File: config.mk
export PLATFORM = sky130hd
export DESIGN_NAME = pixel_to_image_message_bytes_core
export DESIGN_NICKNAME = d
export VERILOG_FILES = /design/src/pxb_pkg.sv /design/src/pxb_conv.sv /design/src/pxb_ser.sv /design/src/pixel_to_image_message_bytes_core.sv
export SDC_FILE = /design/constraint.sdc
export NUM_CORES = 2
export LEC_CHECK = 0
export BUFFER_PORTS_ARGS = -buffer_cell sky130_fd_sc_hd__buf_4
export CORE_MARGIN = 2
export CORE_UTILIZATION = 30
export CTS_CLUSTER_DIAMETER = 40
export DETAILED_ROUTE_END_ITERATION = 7
export GPL_TIMING_DRIVEN = 0
export MAX_ROUTING_LAYER = met4
export PLACE_DENSITY = 0.49
export SLEW_MARGIN = 10
export SYNTH_ARGS = -nofsm -noshare
export SYNTH_HDL_FRONTEND = slang
export SYNTH_HIERARCHICAL = 1
export SYNTH_SLANG_ARGS = --single-unit
export TNS_END_PERCENT = 10
File: constraint.sdc
create_clock -name clk -period 9.2 [get_ports clk]
set_clock_uncertainty 0.1 [all_clocks]
set_input_delay 1.84 -clock clk [delete_from_list [all_inputs] [get_ports clk]]
set_output_delay 1.84 -clock clk [all_outputs]
set_load 0.01 [all_outputs]
File: src/pxb_pkg.sv
`timescale 1ns / 1ps
// ----------------------------------------------------------------------------
// pxb_pkg
// Shared types, register indexes and the half-float decoder for the pixel
// byte serializer.
// ----------------------------------------------------------------------------
package pxb_pkg;

    // Register indexes of the configuration port.
    localparam logic [0:0] CFG_MODE16 = 1'b0;
    localparam logic [0:0] CFG_GRAY   = 1'b1;

    // Most bytes a single pixel can produce, and the width of a byte count.
    localparam int MAX_BYTES  = 6;
    localparam int BYTE_CNT_W = 3;

    // Width of a finite half value held exactly in units of 2^-24 (signed).
    localparam int HALF_VAL_W = 41;

    // Class of a decoded half-float code.
    typedef enum logic [1:0] {
        KIND_FINITE = 2'd0,
        KIND_PINF   = 2'd1,
        KIND_NINF   = 2'd2,
        KIND_NAN    = 2'd3
    } pxb_kind_t;

    // Decoded half: class plus exact value for finite codes.
    typedef struct packed {
        pxb_kind_t                      kind;
        logic signed [HALF_VAL_W-1:0]   val;
    } pxb_half_t;

    // All bytes of one pixel, with how many of them are used.
    typedef struct packed {
        logic [BYTE_CNT_W-1:0]          count;
        logic [MAX_BYTES-1:0][7:0]      bytes;
    } pxb_bytes_t;

    // Decodes a half code into its class and exact value in units of 2^-24.
    function automatic pxb_half_t pxb_decode(input logic [15:0] code);
        pxb_half_t         h;
        logic [HALF_VAL_W-2:0] mag;
        h.kind = KIND_FINITE;
        h.val  = '0;
        mag    = '0;
        if (code[14:10] == 5'h1F)
        begin
            if (code[9:0] != 10'd0)
                h.kind = KIND_NAN;
            else if (code[15])
                h.kind = KIND_NINF;
            else
                h.kind = KIND_PINF;
        end
        else
        begin
            if (code[14:10] == 5'd0)
                mag = {30'd0, code[9:0]};
            else
                mag = {29'd0, 1'b1, code[9:0]} << (code[14:10] - 5'd1);
            if (code[15])
                h.val = -$signed({1'b0, mag});
            else
                h.val = $signed({1'b0, mag});
        end
        return h;
    endfunction

endpackage

File: src/pxb_conv.sv
`timescale 1ns / 1ps
// ----------------------------------------------------------------------------
// pxb_conv
// Three-stage conversion pipeline: decode, per-channel scaling and gray sum,
// then gray scaling and byte packing.
// ----------------------------------------------------------------------------
module pxb_conv
    import pxb_pkg::*;
(
    input  logic        clk,
    input  logic        rst_n,
    input  logic        mode16,
    input  logic        gray,
    input  logic        in_valid,
    output logic        in_ready,
    input  logic [47:0] in_data,
    output logic        out_valid,
    input  logic        out_ready,
    output pxb_bytes_t  out_item
);

    localparam int GSUM_W = HALF_VAL_W + 2;
    // Three times 1.0 in units of 2^-24.
    localparam logic [GSUM_W-2:0] THREE_ONE = (GSUM_W-1)'(3 * (1 << 24));

    // Stage registers.
    logic                  v1_reg, v2_reg, v3_reg;
    logic                  m16_1_reg, gr_1_reg, m16_2_reg, gr_2_reg;
    pxb_half_t [2:0]       half1_reg;
    logic [2:0][7:0]       raw1_reg, raw2_reg;
    logic [9:0]            sum8_1_reg;
    logic [2:0][15:0]      ch16_2_reg;
    logic signed [GSUM_W-1:0] gsum2_reg;
    logic                  gfull2_reg, gzero2_reg;
    logic [19:0]           q8_2_reg;
    pxb_bytes_t            item3_reg;

    // Next values.
    pxb_half_t [2:0]       half1_next;
    logic [2:0][7:0]       raw1_next;
    logic [9:0]            sum8_1_next;
    logic [2:0][15:0]      ch16_2_next;
    logic signed [GSUM_W-1:0] gsum2_next;
    logic                  gfull2_next, gzero2_next;
    logic [19:0]           q8_2_next;
    pxb_bytes_t            item3_next;

    logic                  st1_ready, st2_ready, st3_ready;

    // Each stage moves when it is empty or the stage after it moves.
    assign st3_ready = !v3_reg || out_ready;
    assign st2_ready = !v2_reg || st3_ready;
    assign st1_ready = !v1_reg || st2_ready;
    assign in_ready  = st1_ready;
    assign out_valid = v3_reg;
    assign out_item  = item3_reg;

    // Stage one: decode the three half codes and add the byte channels.
    always_comb
    begin
        for (int i = 0; i < 3; i++)
        begin
            half1_next[i] = pxb_decode(in_data[16*i +: 16]);
            raw1_next[i]  = in_data[16*i +: 8];
        end
        sum8_1_next = {2'b00, in_data[7:0]} + {2'b00, in_data[23:16]}
                    + {2'b00, in_data[39:32]};
    end

    // Stage two: clamp and scale each channel, sum the finite values.
    always_comb
    begin
        logic [23:0] v24;
        logic [39:0] t;
        v24         = '0;
        t           = '0;
        gsum2_next  = '0;
        gfull2_next = 1'b0;
        gzero2_next = 1'b0;
        for (int i = 0; i < 3; i++)
        begin
            v24 = half1_reg[i].val[23:0];
            t   = {v24, 16'h0000} - {16'h0000, v24};
            if (half1_reg[i].kind == KIND_NAN || half1_reg[i].kind == KIND_PINF)
                ch16_2_next[i] = 16'hFFFF;
            else if (half1_reg[i].kind == KIND_NINF || half1_reg[i].val[HALF_VAL_W-1]
                     || half1_reg[i].val == '0)
                ch16_2_next[i] = 16'h0000;
            else if (|half1_reg[i].val[HALF_VAL_W-2:24])
                ch16_2_next[i] = 16'hFFFF;
            else
                ch16_2_next[i] = t[39:24];

            if (half1_reg[i].kind == KIND_FINITE)
                gsum2_next = gsum2_next + GSUM_W'(half1_reg[i].val);
            if (half1_reg[i].kind == KIND_NAN || half1_reg[i].kind == KIND_PINF)
                gfull2_next = 1'b1;
            if (half1_reg[i].kind == KIND_NINF)
                gzero2_next = 1'b1;
        end
        // Byte average: multiply by 683 / 2048, exact for sums up to 765.
        q8_2_next = {10'd0, sum8_1_reg} * 20'd683;
    end

    // Stage three: scale the gray sum and pack the bytes of the pixel.
    always_comb
    begin
        logic [40:0] prod;
        logic [15:0] g16;
        prod = {15'd0, gsum2_reg[25:0]} * 41'd21845;
        if (gfull2_reg)
            g16 = 16'hFFFF;
        else if (gzero2_reg || gsum2_reg[GSUM_W-1] || gsum2_reg == '0)
            g16 = 16'h0000;
        else if (gsum2_reg[GSUM_W-2:0] >= THREE_ONE)
            g16 = 16'hFFFF;
        else
            g16 = prod[39:24];

        item3_next.bytes = '0;
        if (!m16_2_reg && gr_2_reg)
        begin
            item3_next.count    = BYTE_CNT_W'(1);
            item3_next.bytes[0] = q8_2_reg[18:11];
        end
        else if (!m16_2_reg)
        begin
            item3_next.count    = BYTE_CNT_W'(3);
            item3_next.bytes[0] = raw2_reg[0];
            item3_next.bytes[1] = raw2_reg[1];
            item3_next.bytes[2] = raw2_reg[2];
        end
        else if (gr_2_reg)
        begin
            item3_next.count    = BYTE_CNT_W'(2);
            item3_next.bytes[0] = g16[7:0];
            item3_next.bytes[1] = g16[15:8];
        end
        else
        begin
            item3_next.count = BYTE_CNT_W'(6);
            for (int i = 0; i < 3; i++)
            begin
                item3_next.bytes[2*i]   = ch16_2_reg[i][7:0];
                item3_next.bytes[2*i+1] = ch16_2_reg[i][15:8];
            end
        end
    end

    // Valid bits.
    always_ff @(posedge clk or negedge rst_n)
    begin
        if (!rst_n)
        begin
            v1_reg <= 1'b0;
            v2_reg <= 1'b0;
            v3_reg <= 1'b0;
        end
        else
        begin
            if (st1_ready)
                v1_reg <= in_valid;
            if (st2_ready)
                v2_reg <= v1_reg;
            if (st3_ready)
                v3_reg <= v2_reg;
        end
    end

    // Payload registers.
    always_ff @(posedge clk)
    begin
        if (st1_ready)
        begin
            m16_1_reg  <= mode16;
            gr_1_reg   <= gray;
            half1_reg  <= half1_next;
            raw1_reg   <= raw1_next;
            sum8_1_reg <= sum8_1_next;
        end
        if (st2_ready)
        begin
            m16_2_reg  <= m16_1_reg;
            gr_2_reg   <= gr_1_reg;
            raw2_reg   <= raw1_reg;
            ch16_2_reg <= ch16_2_next;
            gsum2_reg  <= gsum2_next;
            gfull2_reg <= gfull2_next;
            gzero2_reg <= gzero2_next;
            q8_2_reg   <= q8_2_next;
        end
        if (st3_ready)
            item3_reg <= item3_next;
    end

endmodule

File: src/pxb_ser.sv
`timescale 1ns / 1ps
// ----------------------------------------------------------------------------
// pxb_ser
// Byte serializer: holds the bytes of one pixel and sends them one per
// item, flagging the final byte.
// ----------------------------------------------------------------------------
module pxb_ser
    import pxb_pkg::*;
(
    input  logic        clk,
    input  logic        rst_n,
    input  logic        in_valid,
    output logic        in_ready,
    input  pxb_bytes_t  in_item,
    output logic        m_tvalid,
    input  logic        m_tready,
    output logic [7:0]  m_tdata,
    output logic        m_tlast
);

    logic                  full_reg, full_next;
    logic [BYTE_CNT_W-1:0] idx_reg, idx_next;
    pxb_bytes_t            buf_reg;
    logic                  load, send;

    assign m_tvalid = full_reg;
    assign m_tdata  = buf_reg.bytes[idx_reg];
    assign m_tlast  = (idx_reg == buf_reg.count - BYTE_CNT_W'(1));
    assign send     = full_reg && m_tready;
    // A new pixel loads while the last byte of the previous one leaves.
    assign in_ready = !full_reg || (m_tready && m_tlast);
    assign load     = in_valid && in_ready;

    // Fill state and byte index.
    always_comb
    begin
        full_next = full_reg;
        idx_next  = idx_reg;
        if (load)
        begin
            full_next = 1'b1;
            idx_next  = '0;
        end
        else if (send && m_tlast)
            full_next = 1'b0;
        else if (send)
            idx_next = idx_reg + BYTE_CNT_W'(1);
    end

    always_ff @(posedge clk or negedge rst_n)
    begin
        if (!rst_n)
        begin
            full_reg <= 1'b0;
            idx_reg  <= '0;
        end
        else
        begin
            full_reg <= full_next;
            idx_reg  <= idx_next;
        end
    end

    always_ff @(posedge clk)
    begin
        if (load)
            buf_reg <= in_item;
    end

    // The index never runs past the pixel's byte count.
    a_idx_in_range: assert property (@(posedge clk) disable iff (!rst_n)
        m_tvalid |-> (idx_reg < buf_reg.count))
        else $error("byte index beyond pixel byte count");

    // A held pixel always has one of the legal byte counts.
    a_count_legal: assert property (@(posedge clk) disable iff (!rst_n)
        m_tvalid |-> (buf_reg.count == BYTE_CNT_W'(1) || buf_reg.count == BYTE_CNT_W'(2)
                      || buf_reg.count == BYTE_CNT_W'(3) || buf_reg.count == BYTE_CNT_W'(6)))
        else $error("illegal pixel byte count");

    // After a byte that is not the last, the next byte of the same pixel follows.
    a_advance: assert property (@(posedge clk) disable iff (!rst_n)
        (m_tvalid && m_tready && !m_tlast) |=>
            (m_tvalid && idx_reg == $past(idx_reg) + BYTE_CNT_W'(1)))
        else $error("serializer lost or repeated a byte");

    // A pixel never loads over one whose bytes are still being sent.
    a_no_overwrite: assert property (@(posedge clk) disable iff (!rst_n)
        (m_tvalid && !m_tlast) |-> !load)
        else $error("pixel loaded over unsent bytes");

endmodule

File: src/pixel_to_image_message_bytes_core.sv
`timescale 1ns / 1ps
// ----------------------------------------------------------------------------
// pixel_to_image_message_bytes_core
// Turns RGB pixels into the data bytes of an image message.
// ----------------------------------------------------------------------------
// Usage:
// - Input stream (s_t*): one RGB pixel per item. Output stream (m_t*): one
//   byte per item, m_tlast high on the final byte of each pixel.
// - Configuration port: cfg_we writes cfg_data into register cfg_index
//   (0 = sixteen-bit mode, 1 = grayscale). Write only while the block is idle.
// - 8-bit mode gives R, G, B or the floor of their average; 16-bit mode reads
//   half-float channels and gives clamped, scaled 16-bit values, low byte first.
// - An accepted pixel passes three conversion stages, then the byte serializer,
//   before its first byte is valid.
// - A pixel gives 1, 3, 2 or 6 bytes for 8-bit gray, 8-bit RGB, 16-bit gray
//   and 16-bit RGB; the one-byte output channel sets the pixel rate.
//   The pipeline takes a new pixel every cycle while the serializer keeps up.
// - Reset clears both registers to zero and empties the pipeline.
// - When the receiver stalls, bytes hold on m_tdata and the pipeline fills,
//   then s_tready drops; nothing is lost or repeated.
// ----------------------------------------------------------------------------
module pixel_to_image_message_bytes_core
    import pxb_pkg::*;
(
    input  logic        clk,
    input  logic        rst_n,
    // Configuration write port.
    input  logic        cfg_we,
    input  logic [0:0]  cfg_index,
    input  logic [0:0]  cfg_data,
    // Pixel input.
    input  logic        s_tvalid,
    output logic        s_tready,
    input  logic [47:0] s_tdata,    // red [15:0], green [31:16], blue [47:32]
    // Byte output.
    output logic        m_tvalid,
    input  logic        m_tready,
    output logic [7:0]  m_tdata,    // data_byte [7:0]
    output logic        m_tlast
);

    logic       mode16_reg, gray_reg;
    logic       conv_valid, conv_ready;
    pxb_bytes_t conv_item;

    // Configuration registers.
    always_ff @(posedge clk or negedge rst_n)
    begin
        if (!rst_n)
        begin
            mode16_reg <= 1'b0;
            gray_reg   <= 1'b0;
        end
        else if (cfg_we)
        begin
            case (cfg_index)
                CFG_MODE16: mode16_reg <= cfg_data[0];
                CFG_GRAY:   gray_reg   <= cfg_data[0];
                default:    ;
            endcase
        end
    end

    // Conversion pipeline.
    pxb_conv u_conv (
        .clk       (clk),
        .rst_n     (rst_n),
        .mode16    (mode16_reg),
        .gray      (gray_reg),
        .in_valid  (s_tvalid),
        .in_ready  (s_tready),
        .in_data   (s_tdata),
        .out_valid (conv_valid),
        .out_ready (conv_ready),
        .out_item  (conv_item)
    );

    // Byte serializer.
    pxb_ser u_ser (
        .clk      (clk),
        .rst_n    (rst_n),
        .in_valid (conv_valid),
        .in_ready (conv_ready),
        .in_item  (conv_item),
        .m_tvalid (m_tvalid),
        .m_tready (m_tready),
        .m_tdata  (m_tdata),
        .m_tlast  (m_tlast)
    );

endmodule

==> results.txt <==
The total die area came out at 126100 um2. The number of antenna violations at the first check in global routing came out at 4. The number of enable-type register cells in the synthesized netlist came out at 394.

The count of TritonRoute iterations in the first routing pass is 6. Summing all flip-flop and latch instances after layout gives 12060 um2. The clock tree from TritonCTS is yes.

The number of hold violations in the final report came out at 0. By area the synthesized netlist is led by sky130_fd_sc_hd__edfxtp_1 (32%), sky130_fd_sc_hd__ha_1 (12%), sky130_fd_sc_hd__fa_1 (8.4%). The count of pins on the block boundary came out at 66. The global-route usage over all layers came out at 19.90%.

The fraction of layout cells with a size suffix above 1 came out at 9.512%. The count of warnings emitted by yosys came out at 6. Traced cell by cell, the critical path runs through nor2_1, clkbuf_1, nand2_1, inv_1, ha_1, a21o_1, a41o_1, a21oi_1, a2111oi_0, nor2_1, o31ai_1, a31oi_1, xor2_1, o21ai_0, ha_1, nand3_1, nor4_1, o211ai_1, a21oi_1, nor3_1, nor3_1, a41oi_1, xnor2_1, mux2_2.

In the synthesized netlist, the cells that appear most often are sky130_fd_sc_hd__edfxtp_1 (394), sky130_fd_sc_hd__inv_1 (387), sky130_fd_sc_hd__ha_1 (343). The delay contributed by the slowest stage of the critical path is 0.79 ns. The number of pins with negative max-slew slack in the final report is 0. The register with the most flip-flops in the layout has 129 of them. For this run, global-route usage on met2 was measured as 32.12%. After the first detailed-routing iteration, the DRC count stood at 2311. The floorplan die width is 355.2 um. Buffers placed on the I/O ports in this run total 62.

Once the floorplan was initialized, standard cells occupied 30.31% of the core. The post-synth net total came out at 4395. For this run, the top clock speed supported by timing is 0.1281 GHz. The placed wire-length estimate after detailed placement came out at 101.5 mm. The remaining design rule violation count is 0.

The sequential share of the synthesized area came out at 32.59%. In the synthesized netlist the async set-or-reset flop fraction comes to 2.233%. The library cell used as clock root buffer is sky130_fd_sc_hd__clkbuf_16.

The number of fill cells in the layout is 12530. The clock reaches the later pin of the worst-skew pair after 0.64 ns. The via count of the first global-routing pass is 29280. From synthesis to final layout, the design area changed by 14.65%. The cell count of the worst hold path is 0. The path type of the worst setup path is reg -> reg. The most used flip-flop cell after synthesis is sky130_fd_sc_hd__edfxtp_1. The number of max-cap violations is 0.

In the final timing run, aggregate negative setup slack is 0 ns. The slew at the pin closest to its max-slew limit is 1.219 ns. The total number of vias is 29880. The total number of placement rows came out at 128. The synthesized design devotes to its leading area cell type 31.98% of total area. Summing all multi-input logic gate instances after layout gives 22860 um2. The flow ran to the end, and the final reports show no timing, DRC or antenna violations. The clock transition time at the flip-flop clock pins of the worst setup and hold paths is 0.06 ns. The global-route wire length before repair is 185.9 mm. The number of synthesized register bits is 403. The net count of the finished layout is 4553. The buffer levels on the longest clock path came out at 3.

The worst setup path is captured at a register. The number of post-CTS setup repair buffers is 0. In this run the worst path has a maximum fanout of 10.

The largest net degree at the start of global routing came out at 53. The number of sinks on the clock net is 403. The relative slew slack is 18.43%. The distinct cell type count of the synthesized netlist is 104. The global-route met1 utilization is 26.14%. The per-cell via count in the routed design came out at 5.254. After synthesis, the mean cell area works out to 9.631 um2. The CTS buffer count came out at 71. The critical path required time is 9.48 ns. The level count of the clock H-tree is 3. After detailed routing, the total wire length is 122.9 mm.

The fraction of the cycle the final worst path needs came out at 84.84%. Summed over all layers, the global routing overflow is 0. The worst register-to-register path has a depth of 24. The number of nets still failing antenna checks after routing is 0. The final worst-path setup slack is 1.394 ns.

Setup violations remaining at the end of the flow were counted as 0. The instance count of the mapped netlist is 3841. The cts-stage hold buffer count came out at 0. For the worst setup path, the data arrival time is 8.08 ns. Yosys instantiated no cell more often than sky130_fd_sc_hd__edfxtp_1. The die boundary height came out at 355.2 um. Setup repair after global routing left no endpoint under its margin. The worst hold path belongs to the class reg -> reg. The slowest cell on the critical path is sky130_fd_sc_hd__a2111oi_0. The per-cell routed wire length came out at 21.61 um. The critical path launch point type is a register. The core area is 122000 um2. The smallest clock period supported by the final layout is computed as 7.806 ns. The layer carrying the most global-route usage is met2. The post-cts sizing count came out at 0. The minimum setup slack after placement is 1.440 ns.

The global routing met3 resource utilization came out at 1.928%. In this run the cell area of the synthesized design comes to 36990 um2. The synthesized design spends more area on one cell type than any other, namely sky130_fd_sc_hd__edfxtp_1.

The routability congestion estimate from global placement is 0.9477.
## logic make-up (layout without fill, tap and decap cells)
family,after synthesis,in the layout,share of synthesized area (%)
other cells,0,3,0
flops,403,403,32.59
simple gates,1087,1087,14.96
compound gates,966,966,16.94
buf+inv,540,757,5.679
mux,116,116,4.305
fa+ha+maj,499,499,20.04
xor+xnor,230,230,5.482
## final cells by class
cell class | count | area share (%)
diodes | 3 | 0.01770
plain buffers | 144 | 1.448
clock buffers | 75 | 4.224
clock inverters | 57 | 1.811
inverters | 396 | 3.504
multi-input cells | 2898 | 53.89
flip-flops and latches | 403 | 28.42
well taps | 1625 | 4.794
repair buffers | 85 | 1.891
## path summary, 6_finish.rpt
path,from,endpoint,slack [ns]
setup / recovery,u_conv/half1_reg[42],u_conv/gsum2_reg[41],1.39
hold / removal,u_conv/raw1_reg[20],u_conv/raw2_reg[20],0.30
setup reg to reg,u_conv/half1_reg[42],u_conv/gsum2_reg[41],1.39
hold reg to reg,u_conv/raw1_reg[20],u_conv/raw2_reg[20],0.30
max in group asynchronous,rst_n,u_ser/idx_reg[2],7.93
min in group asynchronous,rst_n,u_ser/idx_reg[0],0.92
## routing by layer
layer  vias to the layer above  share of wire, %
li1                      14300                 -
met1                     14600                45
met2                       815                47
met3                       170               4.0
met4                         0               3.3
met5                         -                 0
## worst max-delay path: cells and delay by family, from the launching register on
kind / cells / cell delay, ns
flops: 1 / 0.49
buf+inv: 2 / 0.56
mux: 1 / 0.26
fa+ha+maj: 2 / 0.50
xor+xnor: 2 / 0.33
compound gates: 10 / 3.23
simple gates: 7 / 2.08
## layout by cell type (no fill, tap or decap), drive strengths merged, types with 18 or more instances in the layout
cell type	count
o22ai	24
nor2	269
fa	156
a22oi	24
o21bai	35
nor3	70
clkinv	27
a21oi	254
nand2	269
nand2b	43
a211oi	18
inv	407
o31ai	42
a31oi	53
clkbuf	174
nor4	53
nor2b	37
buf	130
o211ai	19
mux2i	47
a21o	90
nand4	38
xor2	95
or2	21
or3	31
o21ai	229
o21a	26
and2	65
edfxtp	394
mux4	30
and3	39
mux2	39
nand3	77
ha	343
xnor2	134
## through the flow
step,cell area [um2],instances,utilization [%],hold WS (ns)
final,42420,5686,34.76,0.2954
after global routing,42410,5684,34.75,0.2941
after CTS,42410,5683,34.75,0.2831
after detailed placement,39850,5551,32.65,0.3045
after global placement,39490,5528,32.36,0.3000
after floorplan,36990,3841,-,0.3003
Power is left out: the tool's default activity adds up to more than one toggle a clock period on the data nets, which glitch-free logic cannot reach.
